## config.mk

```make
export PLATFORM = sky130hd
export DESIGN_NAME = lzwc_hash
export DESIGN_NICKNAME = d
export VERILOG_FILES = /design/src/sv/lzwc_pkg.sv /design/src/sv/lzwc_hash.sv
export SDC_FILE = /design/constraint.sdc
export NUM_CORES = 1
export LEC_CHECK = 0
export BUFFER_PORTS_ARGS = -buffer_cell sky130_fd_sc_hd__clkbuf_2
export CELL_PAD_IN_SITES_DETAIL_PLACEMENT = 0
export CELL_PAD_IN_SITES_GLOBAL_PLACEMENT = 1
export CORE_ASPECT_RATIO = 0.8
export CORE_MARGIN = 8
export CORE_UTILIZATION = 50
export CTS_CLUSTER_SIZE = 25
export DETAILED_ROUTE_END_ITERATION = 12
export GPL_TIMING_DRIVEN = 0
export HOLD_SLACK_MARGIN = 0.12
export PLACE_DENSITY = 0.91
export REMOVE_ABC_BUFFERS = 1
export SLEW_MARGIN = 20
export SYNTH_ARGS = -nofsm -noshare
export SYNTH_HDL_FRONTEND = slang
export SYNTH_SLANG_ARGS = --single-unit
export TNS_END_PERCENT = 10
```

## constraint.sdc

```tcl
create_clock -name clk -period 11.5 [get_ports clk]
set_clock_uncertainty 0.05 [all_clocks]
set_input_delay 1.725 -clock clk [delete_from_list [all_inputs] [get_ports clk]]
set_output_delay 1.725 -clock clk [all_outputs]
set_load 0.1 [all_outputs]
```

## src/sv/lzwc_pkg.sv

```systemverilog
package lzwc_pkg;

    localparam int MAX_CODE_BITS = 12;
    localparam int HASH_DEPTH    = 8192;
    localparam int SLOT_W        = $clog2(HASH_DEPTH);
    localparam int TRY_W         = SLOT_W + 1;
    localparam int START_WIDTH   = 9;
    localparam int LITERAL_CODES = 256;
    localparam int BYTE_BITS     = 8;
    localparam int WIDTH_W       = 5;
    localparam int NF_W          = MAX_CODE_BITS + 1;
    localparam int ACC_W         = MAX_CODE_BITS + BYTE_BITS;
    localparam int CNT_W         = 5;
    localparam logic [31:0] HASH_MULT = 32'h9E37_79B1;

    typedef logic [MAX_CODE_BITS-1:0] code_t;

    typedef struct packed {
        logic        valid;
        code_t       prefix;
        logic [7:0]  byt;
        code_t       code;
    } dict_entry_t;

    typedef struct packed {
        code_t               code;
        logic [WIDTH_W-1:0]  width;
        logic                pad;
        logic                fin;
    } pack_cmd_t;

    typedef enum logic [2:0] {
        ST_CLEAR,
        ST_IDLE,
        ST_HASH,
        ST_PROBE,
        ST_MISS,
        ST_FLUSH
    } ctrl_state_t;

endpackage

```

## src/sv/lzwc_hash.sv

```systemverilog
module lzwc_hash
(
    input  logic                          clk,
    input  logic                          load,
    input  lzwc_pkg::code_t               prefix,
    input  logic [7:0]                    data_byte,
    output logic [lzwc_pkg::SLOT_W-1:0]   slot
);

    logic [31:0] key;
    logic [31:0] mixed;
    logic [31:0] product_reg;
    logic [31:0] product_next;
    logic [31:0] folded;

    always_comb
    begin
        key          = 32'({prefix, data_byte});
        mixed        = key ^ (key >> 11);
        product_next = mixed * lzwc_pkg::HASH_MULT;
        folded       = product_reg ^ (product_reg >> 15);
        slot         = folded[lzwc_pkg::SLOT_W-1:0];
    end

    always_ff @(posedge clk)
    begin
        if (load)
        begin
            product_reg <= product_next;
        end
    end

endmodule

```

Yosys cells after proc, flatten, opt, wreduce, memory -nomap -nowiden. Index checks and enable logic that the tools add are counted.

Register bits after elaboration: 28. Bits of input ports: 22. Output and inout port bits: 13. Logic and storage cells: 4.

$mul: 1. Bitwise operators: 2.

Operator list (count): $mul A20 B32 Y28 const B (1); $xor A20 B9 Y20 (1); $xor A13 B13 Y13 (1).

Longest topological paths before layout.
Depth in word-level cells: 2. Depth in mapped cells: 23.

Worst setup path before layout. Ideal clock, no wire load.

Path kind: input to register. Start: in data_byte[4]. End: reg product_reg[17] (data pin). Arrival: 7.119 ns. Data required time: 11.188 ns. Slack: 4.069 ns. Stages on the path: 22. Path buffers: 0. Path through: xor2_1 ha_1 xor2_1 ha_1 a21oi_1 fa_1 inv_1 fa_1 inv_1 fa_1 inv_1 fa_1 inv_1 fa_1 inv_1 ha_1 a21oi_1 and2b_2 or4_1 a211oi_1 o21bai_1 xor2_1.

Longest elaborated chain between the ends: 2.

RTL lines: start: declaration (line lzwc_hash.sv:6) `input logic [7:0] data_byte,`; $xor A20 B9 Y20 (line lzwc_hash.sv:19) `mixed = key ^ (key >> 11);`; $mul A20 B32 Y28 (line lzwc_hash.sv:20) `product_next = mixed * lzwc_pkg::HASH_MULT;`; via product_next[17] (line lzwc_hash.sv:13) `logic [31:0] product_next;`; end signal: assignment (line lzwc_hash.sv:29) `product_reg <= product_next;`; end: declaration (line lzwc_hash.sv:12) `logic [31:0] product_reg;`.

The timed path passes the listed nets, and every way through them passes these cells. A chain may end at the register's enable or synchronous reset.

Worst setup path in the final report.
Start: in prefix[5]. End: reg product_reg[26] (data pin).

Longest elaborated chain between the ends: 2.

RTL lines: start: declaration (line lzwc_hash.sv:5) `input lzwc_pkg::code_t prefix,`; $xor A20 B9 Y20 (line lzwc_hash.sv:19); via mixed[2] (line lzwc_hash.sv:11) `logic [31:0] mixed;`; $mul A20 B32 Y28 (line lzwc_hash.sv:20); via product_next[26] (line lzwc_hash.sv:13).

The timed path passes the listed nets, and every way through them passes these cells.

==> results.cfg <==
[detailed_routing]
wl_met1_um = 7330
drc = 0
wl_met3_um = 795
routed_wl_um = 15100
wire_per_inst_um = 17.0
num_vias = 4497
drt-initial-drc-count = 295
ant_nets = 0
drt-pass1-iter-count = 4
viasPerCell = 5.06
wl_met2_um = 6730
top_layer = met4

[clocking]
clock_sinks = 26
clockBufferDepth = 2
postCtsSetupRepairBufs = 0
clkTransAtPathRegs_ns = 0.06
cts_buffers = 3
htreeDepth = 1
root_buffer = clkbuf_16
cts_tree = yes
cts-resized-gates = 0
holdBufCountCts = 0

[critical_path]
critPathKind = primary input to flop
worstPathMaxFanout = 7
arrival_ns = 8.40
critPathSlowestCell = fa_1
crit_buf_inv = 4
worst_setup_path_start_kind = primary input
crit_family = adder cells
slowest_delay_ns = 0.71
required_ns = 11.44
path_cells = clkbuf_2 > xnor2_1 > inv_1 > fa_1 > xor2_1 > ha_1 > fa_1 > fa_1 > fa_1 > inv_1 > fa_1 > inv_1 > ha_1 > ha_1 > a21o_1 > a21oi_1 > a21oi_1 > o21ai_0 > nand2_1 > o311ai_1
crit_path_end_kind = flop
crit_top_cell = fa_1

[yosys]
synth_edf_count = 26
synth_area_um2 = 6880
yosys.area.top_type = fa_1
synth-warning-count = 0
synth-seq-cells = 26
synth_seq_area_share_pct = 11.4
synthFlopType = edfxtp_1
netlist.area_leader.share_pct = 36.4
synth_cells = 669
ys_types = 39
ys_async_sr_fraction_pct = 0
synth_commonest_cells = 215 x inv_1, 125 x fa_1, 121 x ha_1
synth.most_common_cell = inv_1
avgSynthCellArea_um2 = 10.3
synth_area_leaders = fa_1 36%, ha_1 22%, inv_1 12%, edfxtp_1 11%, xnor2_1 4.7%

[floorplanning]
num_rows = 38
dieArea_um2 = 17800
die_w_um = 147
die_y_um = 121
pin_count = 35
start_util_pct = 50.9
core_area_um2 = 13500

[placed_design]
dp.final_hpwl_um = 13700
placed_area_um2 = 7310
globalplace.congestion = 1.00
port_buffers = 34
post-place-ws_ns = 2.85

[sta]
finalCritPeriodShare_pct = 73.6
hold_ws_ns = 1.92
slew_headroom_pct = 30.1
slew_violations = 0
finalSetupViolCount = 0
fin_tns_setup_ns = 0
period_minus_slack_ns = 8.46
worst_pin_slew_ns = 1.04
max_freq_ghz = 0.118
hold_viol = 0
postLayoutSetupSlackWorst_ns = 3.04
rsz0062_at_grt = false

[grt]
grt_max_degree = 27
antenna_found_initial = 0
overflow = 0
grt_pass1_vias = 4830
grt_pass1_wl_um = 24600
track_usage_pct = 17.5

[outcome]
status = completed

[hold_path]
worstHoldPathType = primary input to flop

[final_layout]
drive_gt1_share_pct = 6.77
largest_reg_flops = 26
areaGrowthSynthToFinish_pct = 7.44
nets = 978
n_antenna_cell = 0
fin_area_um2 = 7390

[flow_run]
max_cap_violations = 0
stage by stage:
| stage | utilization [%] | std cells |
|---|---|---|
| after floorplan | - | 669 |
| after global placement | 53.8 | 883 |
| after detailed placement | 54.1 | 885 |
| after CTS | 54.7 | 889 |
| after global routing | 54.7 | 889 |
| final | 54.7 | 889 |
cell usage in the layout (no fill, tap or decap), types with 2 or more instances in the layout:
cell type and instances:
nand3_1 3, clkbuf_16 3, ha_1 121, o21bai_1 5
nor2b_1 2, xnor2_1 36, nand2_1 8, nor2_1 14
inv_1 215, or2_2 2, o21ai_0 12, buf_6 2
o211ai_1 2, nand2b_1 2, a31oi_1 2, and2_1 2
a211oi_1 2, nand4_1 2, nor4_1 2, xor2_1 33
a21o_1 9, clkbuf_2 34, fa_1 125, nor3_1 5
edfxtp_1 26, a21oi_1 21
metal layers:
layer  vias to the layer above  GRT usage, %
met5                         -             0
met4                         0          3.88
met3                        16          2.83
met2                       110          28.0
met1                      2240          24.6
li1                       2131             -
area by class of cell:
| cell class | instances | area, um^2 |
|---|---|---|
| Multi-Input combinational cell | 428 | 5300 |
| Tap cell | 180 | 225 |
| Inverter | 215 | 807 |
| Fill cell | 1173 | 6120 |
| Timing Repair Buffer | 36 | 193 |
| Clock inverter | 1 | 3.75 |
| Sequential cell | 26 | 781 |
| Clock buffer | 3 | 75.1 |
path summary, 6_finish.rpt:
| kind | endpoint | slack [ns] | from | cells after the start |
|---|---|---|---|---|
| worst max-delay path | product_reg[26] | 3.04 | prefix[5] | 20 |
| worst min-delay path | product_reg[3] | 1.92 | data_byte[3] | 2 |
cell families (layout without fill, tap and decap cells):
family          Yosys count  count (layout)  share of synthesized area [%]
buf+inv                 215             255                           11.7
fa+ha+maj               246             246                           58.4
xor+xnor                 71              71                           9.04
simple gates             48              48                           3.57
compound gates           63              63                           5.88
flops                    26              26                           11.4
Power is not shown: default switching activity piles up to over one toggle a cycle in this logic, so the estimate is an artifact.
