### config.mk
export PLATFORM = sky130hd
export DESIGN_NAME = lzwc_packer
export DESIGN_NICKNAME = d
export VERILOG_FILES = /design/src/sv/lzwc_pkg.sv /design/src/sv/lzwc_packer.sv
export SDC_FILE = /design/constraint.sdc
export NUM_CORES = 1
export LEC_CHECK = 0
export ABC_AREA = 1
export BUFFER_PORTS_ARGS = -buffer_cell sky130_fd_sc_hd__buf_2
export CAP_MARGIN = 15
export CORE_AREA = 4 4 124 102
export CTS_CLUSTER_DIAMETER = 40
export DETAILED_ROUTE_END_ITERATION = 10
export DIE_AREA = 0 0 128 106
export GPL_ROUTABILITY_DRIVEN = 0
export PLACE_DENSITY_LB_ADDON = 0.3
export SLEW_MARGIN = 0
export SYNTH_ARGS = -nofsm -noshare
export SYNTH_HDL_FRONTEND = slang
export SYNTH_SLANG_ARGS = --single-unit
export TNS_END_PERCENT = 50
### constraint.sdc
create_clock -name clk -period 5.15 [get_ports clk]
set_input_delay 1.03 -clock clk [delete_from_list [all_inputs] [get_ports clk]]
set_output_delay 1.03 -clock clk [all_outputs]
set_load 0.01 [all_outputs]
### src/sv/lzwc_pkg.sv
package lzwc_pkg;

    localparam int MAX_CODE_BITS = 12;
    localparam int HASH_DEPTH    = 8192;
    localparam int SLOT_W        = $clog2(HASH_DEPTH);
    localparam int TRY_W         = SLOT_W + 1;
    localparam int START_WIDTH   = 9;
    localparam int LITERAL_CODES = 256;
    localparam int BYTE_BITS     = 8;
    localparam int WIDTH_W       = 5;
    localparam int NF_W          = MAX_CODE_BITS + 1;
    localparam int ACC_W         = MAX_CODE_BITS + BYTE_BITS;
    localparam int CNT_W         = 5;
    localparam logic [31:0] HASH_MULT = 32'h9E37_79B1;

    typedef logic [MAX_CODE_BITS-1:0] code_t;

    typedef struct packed {
        logic        valid;
        code_t       prefix;
        logic [7:0]  byt;
        code_t       code;
    } dict_entry_t;

    typedef struct packed {
        code_t               code;
        logic [WIDTH_W-1:0]  width;
        logic                pad;
        logic                fin;
    } pack_cmd_t;

    typedef enum logic [2:0] {
        ST_CLEAR,
        ST_IDLE,
        ST_HASH,
        ST_PROBE,
        ST_MISS,
        ST_FLUSH
    } ctrl_state_t;

endpackage

### src/sv/lzwc_packer.sv
module lzwc_packer
(
    input  logic                  clk,
    input  logic                  rst_n,
    input  logic                  cmd_valid,
    input  lzwc_pkg::pack_cmd_t   cmd,
    output logic                  cmd_ready,
    output logic                  out_valid,
    input  logic                  out_stall,
    output logic [7:0]            out_byte,
    output logic                  run_end
);

    logic                            busy_reg, busy_next;
    logic                            pad_reg, pad_next;
    logic                            fin_reg, fin_next;
    logic [lzwc_pkg::ACC_W-1:0]      acc_reg, acc_next;
    logic [lzwc_pkg::CNT_W-1:0]      cnt_reg, cnt_next;
    logic                            out_valid_reg, out_valid_next;
    logic [7:0]                      out_byte_reg, out_byte_next;
    logic                            run_end_reg, run_end_next;

    logic                            slot_free;
    logic [lzwc_pkg::CNT_W-1:0]      cnt_less;
    logic [lzwc_pkg::ACC_W-1:0]      shifted;
    logic [lzwc_pkg::ACC_W-1:0]      keep_mask;
    logic [lzwc_pkg::CNT_W-1:0]      pad_sh;
    logic [7:0]                      pad_byte;
    logic                            done;

    always_comb
    begin
        slot_free = !out_valid_reg || !out_stall;
        cnt_less  = cnt_reg - lzwc_pkg::CNT_W'(lzwc_pkg::BYTE_BITS);
        shifted   = acc_reg >> cnt_less;
        keep_mask = (lzwc_pkg::ACC_W'(1) << cnt_less) - lzwc_pkg::ACC_W'(1);
        pad_sh    = lzwc_pkg::CNT_W'(lzwc_pkg::BYTE_BITS) - cnt_reg;
        pad_byte  = acc_reg[7:0] << pad_sh[2:0];
        done      = 1'b0;

        busy_next      = busy_reg;
        pad_next       = pad_reg;
        fin_next       = fin_reg;
        acc_next       = acc_reg;
        cnt_next       = cnt_reg;
        out_valid_next = out_stall ? out_valid_reg : 1'b0;
        out_byte_next  = out_byte_reg;
        run_end_next   = run_end_reg;

        if (busy_reg)
        begin
            if (slot_free)
            begin
                if (cnt_reg >= lzwc_pkg::CNT_W'(lzwc_pkg::BYTE_BITS))
                begin
                    // last byte of this code unless more whole bytes or a pad byte follow
                    done = (cnt_less < lzwc_pkg::CNT_W'(lzwc_pkg::BYTE_BITS))
                        && !(pad_reg && (cnt_less != '0));
                    out_valid_next = 1'b1;
                    out_byte_next  = shifted[7:0];
                    run_end_next   = fin_reg && done;
                    cnt_next       = cnt_less;
                    acc_next       = acc_reg & keep_mask;
                    busy_next      = !done;
                end
                else if (pad_reg && (cnt_reg != '0))
                begin
                    out_valid_next = 1'b1;
                    out_byte_next  = pad_byte;
                    run_end_next   = fin_reg;
                    cnt_next       = '0;
                    acc_next       = '0;
                    busy_next      = 1'b0;
                end
                else
                begin
                    busy_next = 1'b0;
                end
            end
        end
        else if (cmd_valid)
        begin
            acc_next  = (acc_reg << cmd.width) | lzwc_pkg::ACC_W'(cmd.code);
            cnt_next  = cnt_reg + lzwc_pkg::CNT_W'(cmd.width);
            pad_next  = cmd.pad;
            fin_next  = cmd.fin;
            busy_next = 1'b1;
        end

        cmd_ready = !busy_reg;
        out_valid = out_valid_reg;
        out_byte  = out_byte_reg;
        run_end   = run_end_reg;
    end

    always_ff @(posedge clk or negedge rst_n)
    begin
        if (!rst_n)
        begin
            busy_reg      <= 1'b0;
            pad_reg       <= 1'b0;
            fin_reg       <= 1'b0;
            acc_reg       <= '0;
            cnt_reg       <= '0;
            out_valid_reg <= 1'b0;
        end
        else
        begin
            busy_reg      <= busy_next;
            pad_reg       <= pad_next;
            fin_reg       <= fin_next;
            acc_reg       <= acc_next;
            cnt_reg       <= cnt_next;
            out_valid_reg <= out_valid_next;
        end
    end

    always_ff @(posedge clk)
    begin
        out_byte_reg <= out_byte_next;
        run_end_reg  <= run_end_next;
    end

    a_idle_partial: assert property (@(posedge clk) disable iff (!rst_n)
        !busy_reg |-> cnt_reg < lzwc_pkg::CNT_W'(lzwc_pkg::BYTE_BITS))
        else $error("packer idle with a whole byte left");

    a_cmd_when_idle: assert property (@(posedge clk) disable iff (!rst_n)
        cmd_valid |-> !busy_reg)
        else $error("code handed to packer while busy");

endmodule

Word-level counts from Yosys, hierarchy flattened
Index checks and enable logic that the tools add are counted.
{ "totals": {"word_cells": 63, "out_inout_bits": 11, "regBits": 38} }
{ "classes": {"eq_ne": 2, "reduce_logical": 17, "order_cmp": 2, "mux": 23, "n_shift": 4, "add_sub_neg": 4, "n_bitwise": 3} }
{ "ops": {"columns": ["operator", "count"], "rows": [
  ["$mux 20", 5],
  ["$mux 5", 5],
  ["$and 20x20->20", 1],
  ["$or 20x12->20", 1],
  ["$shl 1x5->20 const A", 1],
  ["$shl 20x5->20", 1],
  ["$shr 20x5->8", 1],
  ["$sub 20x2->20 const B", 1],
  ["$mux 8", 2],
  ["$mux 1", 11],
  ["$reduce_bool 5->1", 2],
  ["$shl 8x3->8", 1],
  ["$reduce_and 3->1", 2],
  ["$add 5x5->5", 1],
  ["$ge 5x4->1 const B", 1],
  ["$logic_not 1->1", 5],
  ["$lt 5x4->1 const B", 1],
  ["$sub 5x4->5 const B", 1],
  ["$logic_and 1x1->1", 4],
  ["$reduce_bool 2->1", 2],
  ["$ne 3x1->1 const B", 1],
  ["$sub 1x3->3 const A", 1],
  ["$ne 2x1->1 const B", 1],
  ["$reduce_and 2->1", 1],
  ["2 further kinds", 2]
]} }

Longest topological paths before layout
Gate-level depths: netlist (run 1).
{ "logic_depth": {"ltp_word": 9, "ltp_mapped": 16, "mapped_depth_nobuf": 14} }

Worst setup path after synthesis (run 1)
OpenSTA, ideal clock, no wires.
{ "synth_path": {"path_type": "register to register", "from": "register cnt_reg[1] (netlist name)", "to": "register out_byte_reg[0] (netlist: out_byte[0]) (enable)", "stages_incl_launch_ff": 11, "slack_ns": 2.745, "arrival_time_ns": 2.031, "required_time_ns": 4.776, "path_cell_list": "dfrtp_1 -> buf_2 -> inv_1 -> clkbuf_1 -> ha_1 -> inv_1 -> nor2_4 -> nand2_1 -> nand2_4 -> o21ai_0 -> nor2_1"} }
{ "synth_between": {"elab_chain_len": 4, "elab_cells_between_ends": 5} }
{ "synth_lines": {"columns": ["item", "line", "source"], "rows": [
  ["start: declaration", "lzwc_packer.sv:18", "logic [lzwc_pkg::CNT_W-1:0] cnt_reg, cnt_next;"],
  ["start signal: assignment", "lzwc_packer.sv:113", "cnt_reg <= cnt_next;"],
  ["parallel branches: the longest is 2 deep, another holds $ge 5x4->1", null, null],
  ["$reduce_bool 2->1 (no line) *", null, null],
  ["$reduce_and 3->1 (no line) *", null, null],
  ["end signal: assignment", "lzwc_packer.sv:120", "out_byte_reg <= out_byte_next;"],
  ["end: declaration", "lzwc_packer.sv:20", "logic [7:0] out_byte_reg, out_byte_next;"]
]} }
Every way passes the cells marked *.
A chain may end at the register's enable or synchronous reset.

Worst setup path in the final report (run 1)
{ "layout_path": {"from": "register cnt_reg[1] (netlist name)", "to": "register acc_reg[14] (netlist name)"} }
{ "layout_between": {"elab_chain_len": 7, "elab_cells_between_ends": 12} }
{ "layout_lines": {"columns": ["item", "line", "source"], "rows": [
  ["$sub 5x4->5", "lzwc_packer.sv:34", "cnt_less = cnt_reg - lzwc_pkg::CNT_W'(lzwc_pkg::BYTE_BITS);"],
  ["$shl 1x5->20", "lzwc_packer.sv:36", "keep_mask = (lzwc_pkg::ACC_W'(1) << cnt_less) - lzwc_pkg::ACC_W'(1);"],
  ["$sub 20x2->20", "lzwc_packer.sv:36", null],
  ["$and 20x20->20", "lzwc_packer.sv:63", "acc_next = acc_reg & keep_mask;"],
  ["$mux 20", "lzwc_packer.sv:54", "if (cnt_reg >= lzwc_pkg::CNT_W'(lzwc_pkg::BYTE_BITS))"],
  ["$mux 20", "lzwc_packer.sv:52", "if (slot_free)"],
  ["$mux 20", "lzwc_packer.sv:50", "if (busy_reg)"],
  ["end signal: assignment", "lzwc_packer.sv:112", "acc_reg <= acc_next;"],
  ["end: declaration", "lzwc_packer.sv:17", "logic [lzwc_pkg::ACC_W-1:0] acc_reg, acc_next;"]
]} }
Parallel ways exist; a longest one is shown, timed or not. The select of a mux whose other input is x is not followed.

==> impl_results.md, run 1 <==
* FILL cells at 1249
* Skew final at 0.00349 ns
* Area growth syn-to-layout at 8.38%
* Cell-internal power at 0.00150 W
* Row count at 35
* Crit start category: register
* Fmax at 327 MHz
* Final hold viol count at 0
* First-pass GRT wire length at 23500 um
* Logic pwr share at 69.3%
* Starting Density at 39.2%
* Ports at 34
* Worst skew pair latency at 0.28 ns
* Drt wl/cell at 16.6 um
* Root Driver: clkbuf_16
* Rel. slew slack at 36.5%
* Slew Limit Fails at 0
* Via count at 4954
* # Post-CTS Setup Buffers at 0
* Internal reg-to-reg setup slack at 2.09 ns
* DR iter-0 viols at 562
* Psw at 0.00196 W
* Peak supply drop at 0.233 mV
* Number of flops mapped to enable cells by yosys at 9
* Chip width at 128 um
* Antenna Cells at 0
* Gr usage total at 21.9%
* Crit path DAT at 3.23 ns
* Port buffer count at 33
* Syn_area_per_cell at 6.02 sq um
* Max_cap viols at 0
* Non-filler instance count after layout at 902
* Sw frac at 56.7%
* Clock power frac at 11.4%
* H-tree depth at 2
* Leakage at 2.41 nW
* Flip-flop count of the largest register after layout at 20
* CTS tree: built
* Vias in the first global route at 4464
* Post-Syn Area at 4460 sq um
* Final HPWL DP at 12000 um
* Yosys cell types at 49
* Number of detailed-route iterations in the first pass at 5
* Critical path required time at 5.32 ns
* Final nets at 791
* Cts hold-fix bufs at 0
* Pwr Density at 715 nW/um^2
* CTS Sinks at 38
* Detail Route Antenna Nets at 0
* Unrepaired setup endpoints after global routing: false
* Syn Inst Count at 742
* Crit path time final at 3.06 ns
* Syn_nets at 780
* Initial antenna violation count at 0
* DRC errors left at 0
* CP Class: reg -> reg
* Crit Path Max Fanout at 23
* Post-cts repair resize count at 0
* Critical Path End Type: register
* GRT overflow at 0
* Longest Clk Path Bufs at 2
* Cells after DPL at 894
* Synth Register Bits at 38
* CTS clk-pin slew, worst paths at 0.06 ns
* Sequential power share at 19.3%
* Vias per std cell at 5.49
* Fin crit share at 59.4%
* Largest net degree at the start of global routing at 35
* Pin slew with the least headroom to its limit at 0.950 ns
* Share of layout cells above drive strength 1 at 11.1%
* Status: complete, no violations
* Die area at 13600 sq um
* Register area share after synthesis at 22.3%
* Core Area at 11400 sq um
* Synth warn at 0
* Final setup viols at 0
* Setup tns final at 0 ns
* Hold WC Path Type: reg -> reg
* Synth Flop Type: dfrtp_1
* CTS buffer count at 5
* Die H at 106 um
* Final WL at 15000 um
* Post-synth ARST share at 76.3%
-- cells in the mapped netlist, types with 3 or more instances --
cell	instances	share of area [%]
xor2_1	6	1.2
nor2_4	4	1.0
nand3b_1	3	0.50
o21ai_0	83	9.3
a22oi_1	3	0.50
o21ai_1	8	0.90
edfxtp_1	9	6.1
nor2_1	53	4.5
nor2_2	13	1.8
buf_6	3	0.76
nand2_4	6	1.5
inv_1	60	5.0
nand4_1	6	0.84
a21oi_1	29	3.3
nor3_1	3	0.34
o21a_1	3	0.50
o22ai_1	3	0.42
nand3_1	94	11
o211ai_1	7	1.2
buf_2	16	1.8
clkbuf_1	8	0.67
inv_2	4	0.34
dfrtp_1	29	16
nand2_1	239	20
ha_1	14	3.9
or2_2	4	0.56
-- worst max-delay path, stage by stage (launching register included) --
cell     delay (ns)
dfrtp_1        0.74
inv_1          0.46
ha_1           0.37
ha_1           0.24
nand2_1        0.15
ha_1           0.25
nand3_4        0.13
nor2_4         0.17
nand2_1        0.08
o21ai_1        0.13
nand3_1        0.09
nand3_1        0.08
nand2_1        0.06
-- area by class of cell --
type                            count  area (sq um)  share of cell area [%]
Inverter                           68           268                    5.53
Clock buffer                        6           150                    3.10
Tap cell                          148           185                    3.83
Multi-Input combinational cell    605          3020                    62.4
Clock inverter                      2          38.8                   0.802
Sequential cell                    38           996                    20.6
Timing Repair Buffer               35           180                    3.72
-- cell families (layout without fill, tap and decap cells) --
family	after synthesis	in the layout	share of synthesized area, %
flip-flops	38	38	22.3
XOR/XNOR	8	8	1.57
multiplexers	2	2	0.448
buffers and inverters	99	111	10.0
AND/OR/NAND/NOR	432	432	43.1
adder cells (fa/ha/maj)	15	15	4.37
AO/OA/AOI/OAI	148	148	18.2
-- stage by stage --
step,hold slack [ns],utilization (%),total power (W),cell area [sq um],worst slack [ns]
final,0.495,42.5,0.00346,4840,2.09
after global routing,0.526,42.5,0.00378,4840,1.78
after CTS,0.499,42.5,0.00341,4840,2.14
after detailed placement,0.484,40.8,0.00300,4650,1.94
after global placement,0.466,40.8,0.00301,4650,1.98
after floorplan,0.436,-,0.00243,4460,2.74
-- placed cells by master (no fill, tap or decap), types with 3 or more instances in the layout --
cell type and count:
a21oi_1 29, a22oi_1 3, buf_2 33, clkbuf_16 6, dfrtp_1 29, edfxtp_1 9
ha_1 14, inv_1 60, inv_2 4, nand2_1 239, nand2_4 6, nand3_1 94
nand3b_1 3, nand4_1 6, nor2_1 53, nor2_2 13, nor2_4 4, nor3_1 3
o211ai_1 7, o21a_1 3, o21ai_0 83, o21ai_1 8, o22ai_1 3, or2_2 4
xor2_1 6
-- power by group through the flow --
stage | clock [W] | combinational [W] | sequential [W]
floorplan | 0 | 0.00184 | 0.000590
global placement | 0 | 0.00235 | 0.000664
detailed placement | 0 | 0.00234 | 0.000665
CTS | 0.000394 | 0.00235 | 0.000658
global route | 0.000406 | 0.00269 | 0.000683
finish | 0.000394 | 0.00240 | 0.000667
-- metal layers --
metal | part of all wire (%) | GRT usage [%] | wire length, um | up-vias
li1 | - | - | - | 2470
met1 | 47 | 32.0 | 7010 | 2266
met2 | 42 | 33.3 | 6360 | 207
met3 | 10 | 5.22 | 1530 | 11
met4 | 0.80 | 3.11 | 120 | 0
met5 | 0 | 0 | 0 | -
-- worst paths after layout --
check,to,depth (start not counted),startpoint
max,acc_reg[14],12,cnt_reg[1]
min,fin_reg,2,fin_reg
max reg2reg,acc_reg[14],12,cnt_reg[1]
min reg2reg,fin_reg,2,fin_reg
max in group asynchronous,busy_reg,1,rst_n
min in group asynchronous,cnt_reg[0],1,rst_n
(Power assumes the default switching activity.)
==> inputs of run 2 (changes only) <==
==> constraint.sdc (replaced) <==
create_clock -name clk -period 2.9 [get_ports clk]
set_input_delay 0.58 -clock clk [delete_from_list [all_inputs] [get_ports clk]]
set_output_delay 0.58 -clock clk [all_outputs]
set_load 0.01 [all_outputs]
==> run 2 against run 1 <==
  * Final cell count up 1.0%
  * Sequential share of layout area down 0.28 points
  * Non-clock buffer count up 9
  * Via count up 3.2%
  * Combinational power up 82%
  * Clock-buffer cell count unchanged
  * Routed wire length up 1.8%
  * Core utilization up 0.59 points
  * Clock skew up 0.0017 ns
  * Worst hold slack worse by 0.15 ns
  * Highest routed layer unchanged
==> impl_results.md, run 2 (synthesized netlist as in run 1, its figures left out) <==
* Reg-to-Reg End: acc_reg[14]
* Peak supply drop at 0.521 mV (+120%)
* Crit Path Max Fanout at 9 (-61%)
* Gr usage total at 22.2% (+0.35 points)
* Via count at 5112 (+3.2%)
* Worst Reg2Reg Path Length in Cells at 13 (+1)
* Area growth syn-to-layout at 9.89%
* Crit start category: register
* Most frequent cells in the layout: nand2_1 (239), nand3_1 (94), o21ai_0 (83)
* Setup tns final at 0 ns (unchanged)
* Antenna Cells at 0 (unchanged)
* Vias in the first global route at 4486 (+0.49%)
* DRC errors left at 0 (unchanged)
* Cts hold-fix bufs at 0 (unchanged)
* Ports at 34 (unchanged)
* Port buffer count at 33 (unchanged)
* Row count at 35 (unchanged)
* Critical path required time at 3.08 ns (-2.24 ns)
* Final HPWL DP at 12100 um (+0.90%)
* Drt wl/cell at 16.8 um (+0.83%)
* Die area at 13600 sq um (unchanged)
* Root Driver: clkbuf_16
* Flip-flop count of the largest register after layout at 20 (unchanged)
* Fin crit share at 82.7% (+23 points)
* CP Class: reg -> reg
* Placed Area at 4720 sq um (+1.5%)
* Worst flop-to-flop path startpoint: cnt_reg[3]
* CP dominant cell by count: nand2_1
* Die H at 106 um (unchanged)
* Largest net degree at the start of global routing at 31 (-11%)
* Internal reg-to-reg setup slack at 0.50 ns (-1.59 ns)
* Critical Path, Cell by Cell: inv_6, ha_1, nand2_4, inv_2, nand2_1, ha_1, nand3_4, nor2_4, nand2_1, o21ai_1, nand3_1, nand3_1, nand2_1
* Final WL at 15300 um (+1.8%)
* Fin util at 43.1% (+0.59 points)
* FILL cells at 1220 (-2.3%)
* Leakage at 2.46 nW (+1.8%)
* Rel. slew slack at 51.7% (+15 points)
* Final hold viol count at 0 (unchanged)
* Crit path largest cell delay at 0.41 ns (-0.33 ns)
* Number of detailed-route iterations in the first pass at 5 (unchanged)
* H-tree depth at 2 (unchanged)
* Hold WC Path Type: in -> async
* Final nets at 800 (+1.1%)
* CTS Sinks at 38 (unchanged)
* CTS clk-pin slew, worst paths at 0.07 ns (about the same)
* Design area at 4910 sq um (+1.4%)
* Vias per std cell at 5.61 (+2.2%)
* Total power at 0.00622 W (+80%)
* Starting Density at 39.2% (unchanged)
* # Post-CTS Setup Buffers at 0 (unchanged)
* Share of layout cells above drive strength 1 at 12.2% (+1.0 points)
* Longest Clk Path Bufs at 2 (unchanged)
* CTS tree: built
* First-pass GRT wire length at 23800 um (+1.7%)
* Chip width at 128 um (unchanged)
* Fmax at 417 MHz (+28%)
* Status: complete, no violations
* Unrepaired setup endpoints after global routing: false
* Max_cap viols at 0 (unchanged)
* Skew final at 0.00524 ns (+0.00175 ns)
* Detail Route Antenna Nets at 0 (unchanged)
* Post-cts repair resize count at 0 (unchanged)
* Crit path time final at 2.40 ns (-0.663 ns)
* Core Area at 11400 sq um (unchanged)
* GRT overflow at 0 (unchanged)
* Crit path DAT at 2.58 ns (-0.65 ns)
* Slew Limit Fails at 0 (unchanged)
* DR iter-0 viols at 558 (-0.71%)
* Commonest non-fill, non-tap cell in the layout: nand2_1
* Worst skew pair latency at 0.29 ns (about the same)
* Critical Path End Type: register
* Initial antenna violation count at 0 (unchanged)
* Final setup viols at 0 (unchanged)
* CTS buffer count at 5 (unchanged)
* Pin slew with the least headroom to its limit at 0.724 ns (-0.226 ns)
* Pwr Density at 1270 nW/um^2 (+77%)
* Slowest cell on the critical path: dfrtp_1
-- run 2: cell count changes in the layout (fill, tap and decap cells not counted) --
cell / before / now
buf_4: 2 / 11
-- run 2: routing by layer --
layer  GRT usage, %  up-vias  part of all wire, %
met5              0        -                    0
met4           6.36        0                  2.1
met3           4.72       20                   11
met2           31.3      260                   41
met1           33.7     2339                   46
li1               -     2493                    -
-- run 2: power breakdown --
group	internal, W	switching (W)	total (W)
registers	0.000845	0.000288	0.00113
logic	0.00140	0.00297	0.00436
clock network	0.000461	0.000258	0.000719
-- run 2: layout make-up --
cell class / instances / area (sq um) / area share (%)
sequential: 38 / 996 / 20.3
clock inverter: 2 / 38.8 / 0.791
timing repair buffer: 44 / 248 / 5.05
tap: 148 / 185 / 3.77
inverter: 68 / 268 / 5.46
clock buffer: 6 / 150 / 3.06
multi-input combinational: 605 / 3020 / 61.6
-- run 2: critical path: cells and delay by family, from the launching register on --
family                   cells  cell delay (ns)
AO/OA/AOI/OAI                1             0.13
adder cells (fa/ha/maj)      2             0.67
buffers and inverters        2             0.15
flip-flops                   1             0.41
AND/OR/NAND/NOR              8             0.91
-- run 2: stage by stage --
stage,worst slack (ns),hold slack (ns),cells
floorplan,0.495,0.284,742
global placement,0.652,0.455,903
detailed placement,0.569,0.466,903
CTS,0.531,0.366,911
global route,0.376,0.409,911
finish,0.503,0.344,911
-- run 2: worst max path at each step --
stage,from,end,slack (ns),cells after the start
2_1_floorplan,cnt_reg[1],out_byte[0],0.49,10
3_3_place_gp,cnt_reg[3],acc_reg[14],0.65,13
3_5_place_dp,cnt_reg[3],acc_reg[14],0.57,13
4_1_cts,cnt_reg[3],acc_reg[14],0.53,13
5_1_grt,cnt_reg[4],acc_reg[14],0.38,13
6_report,cnt_reg[3],acc_reg[14],0.50,13
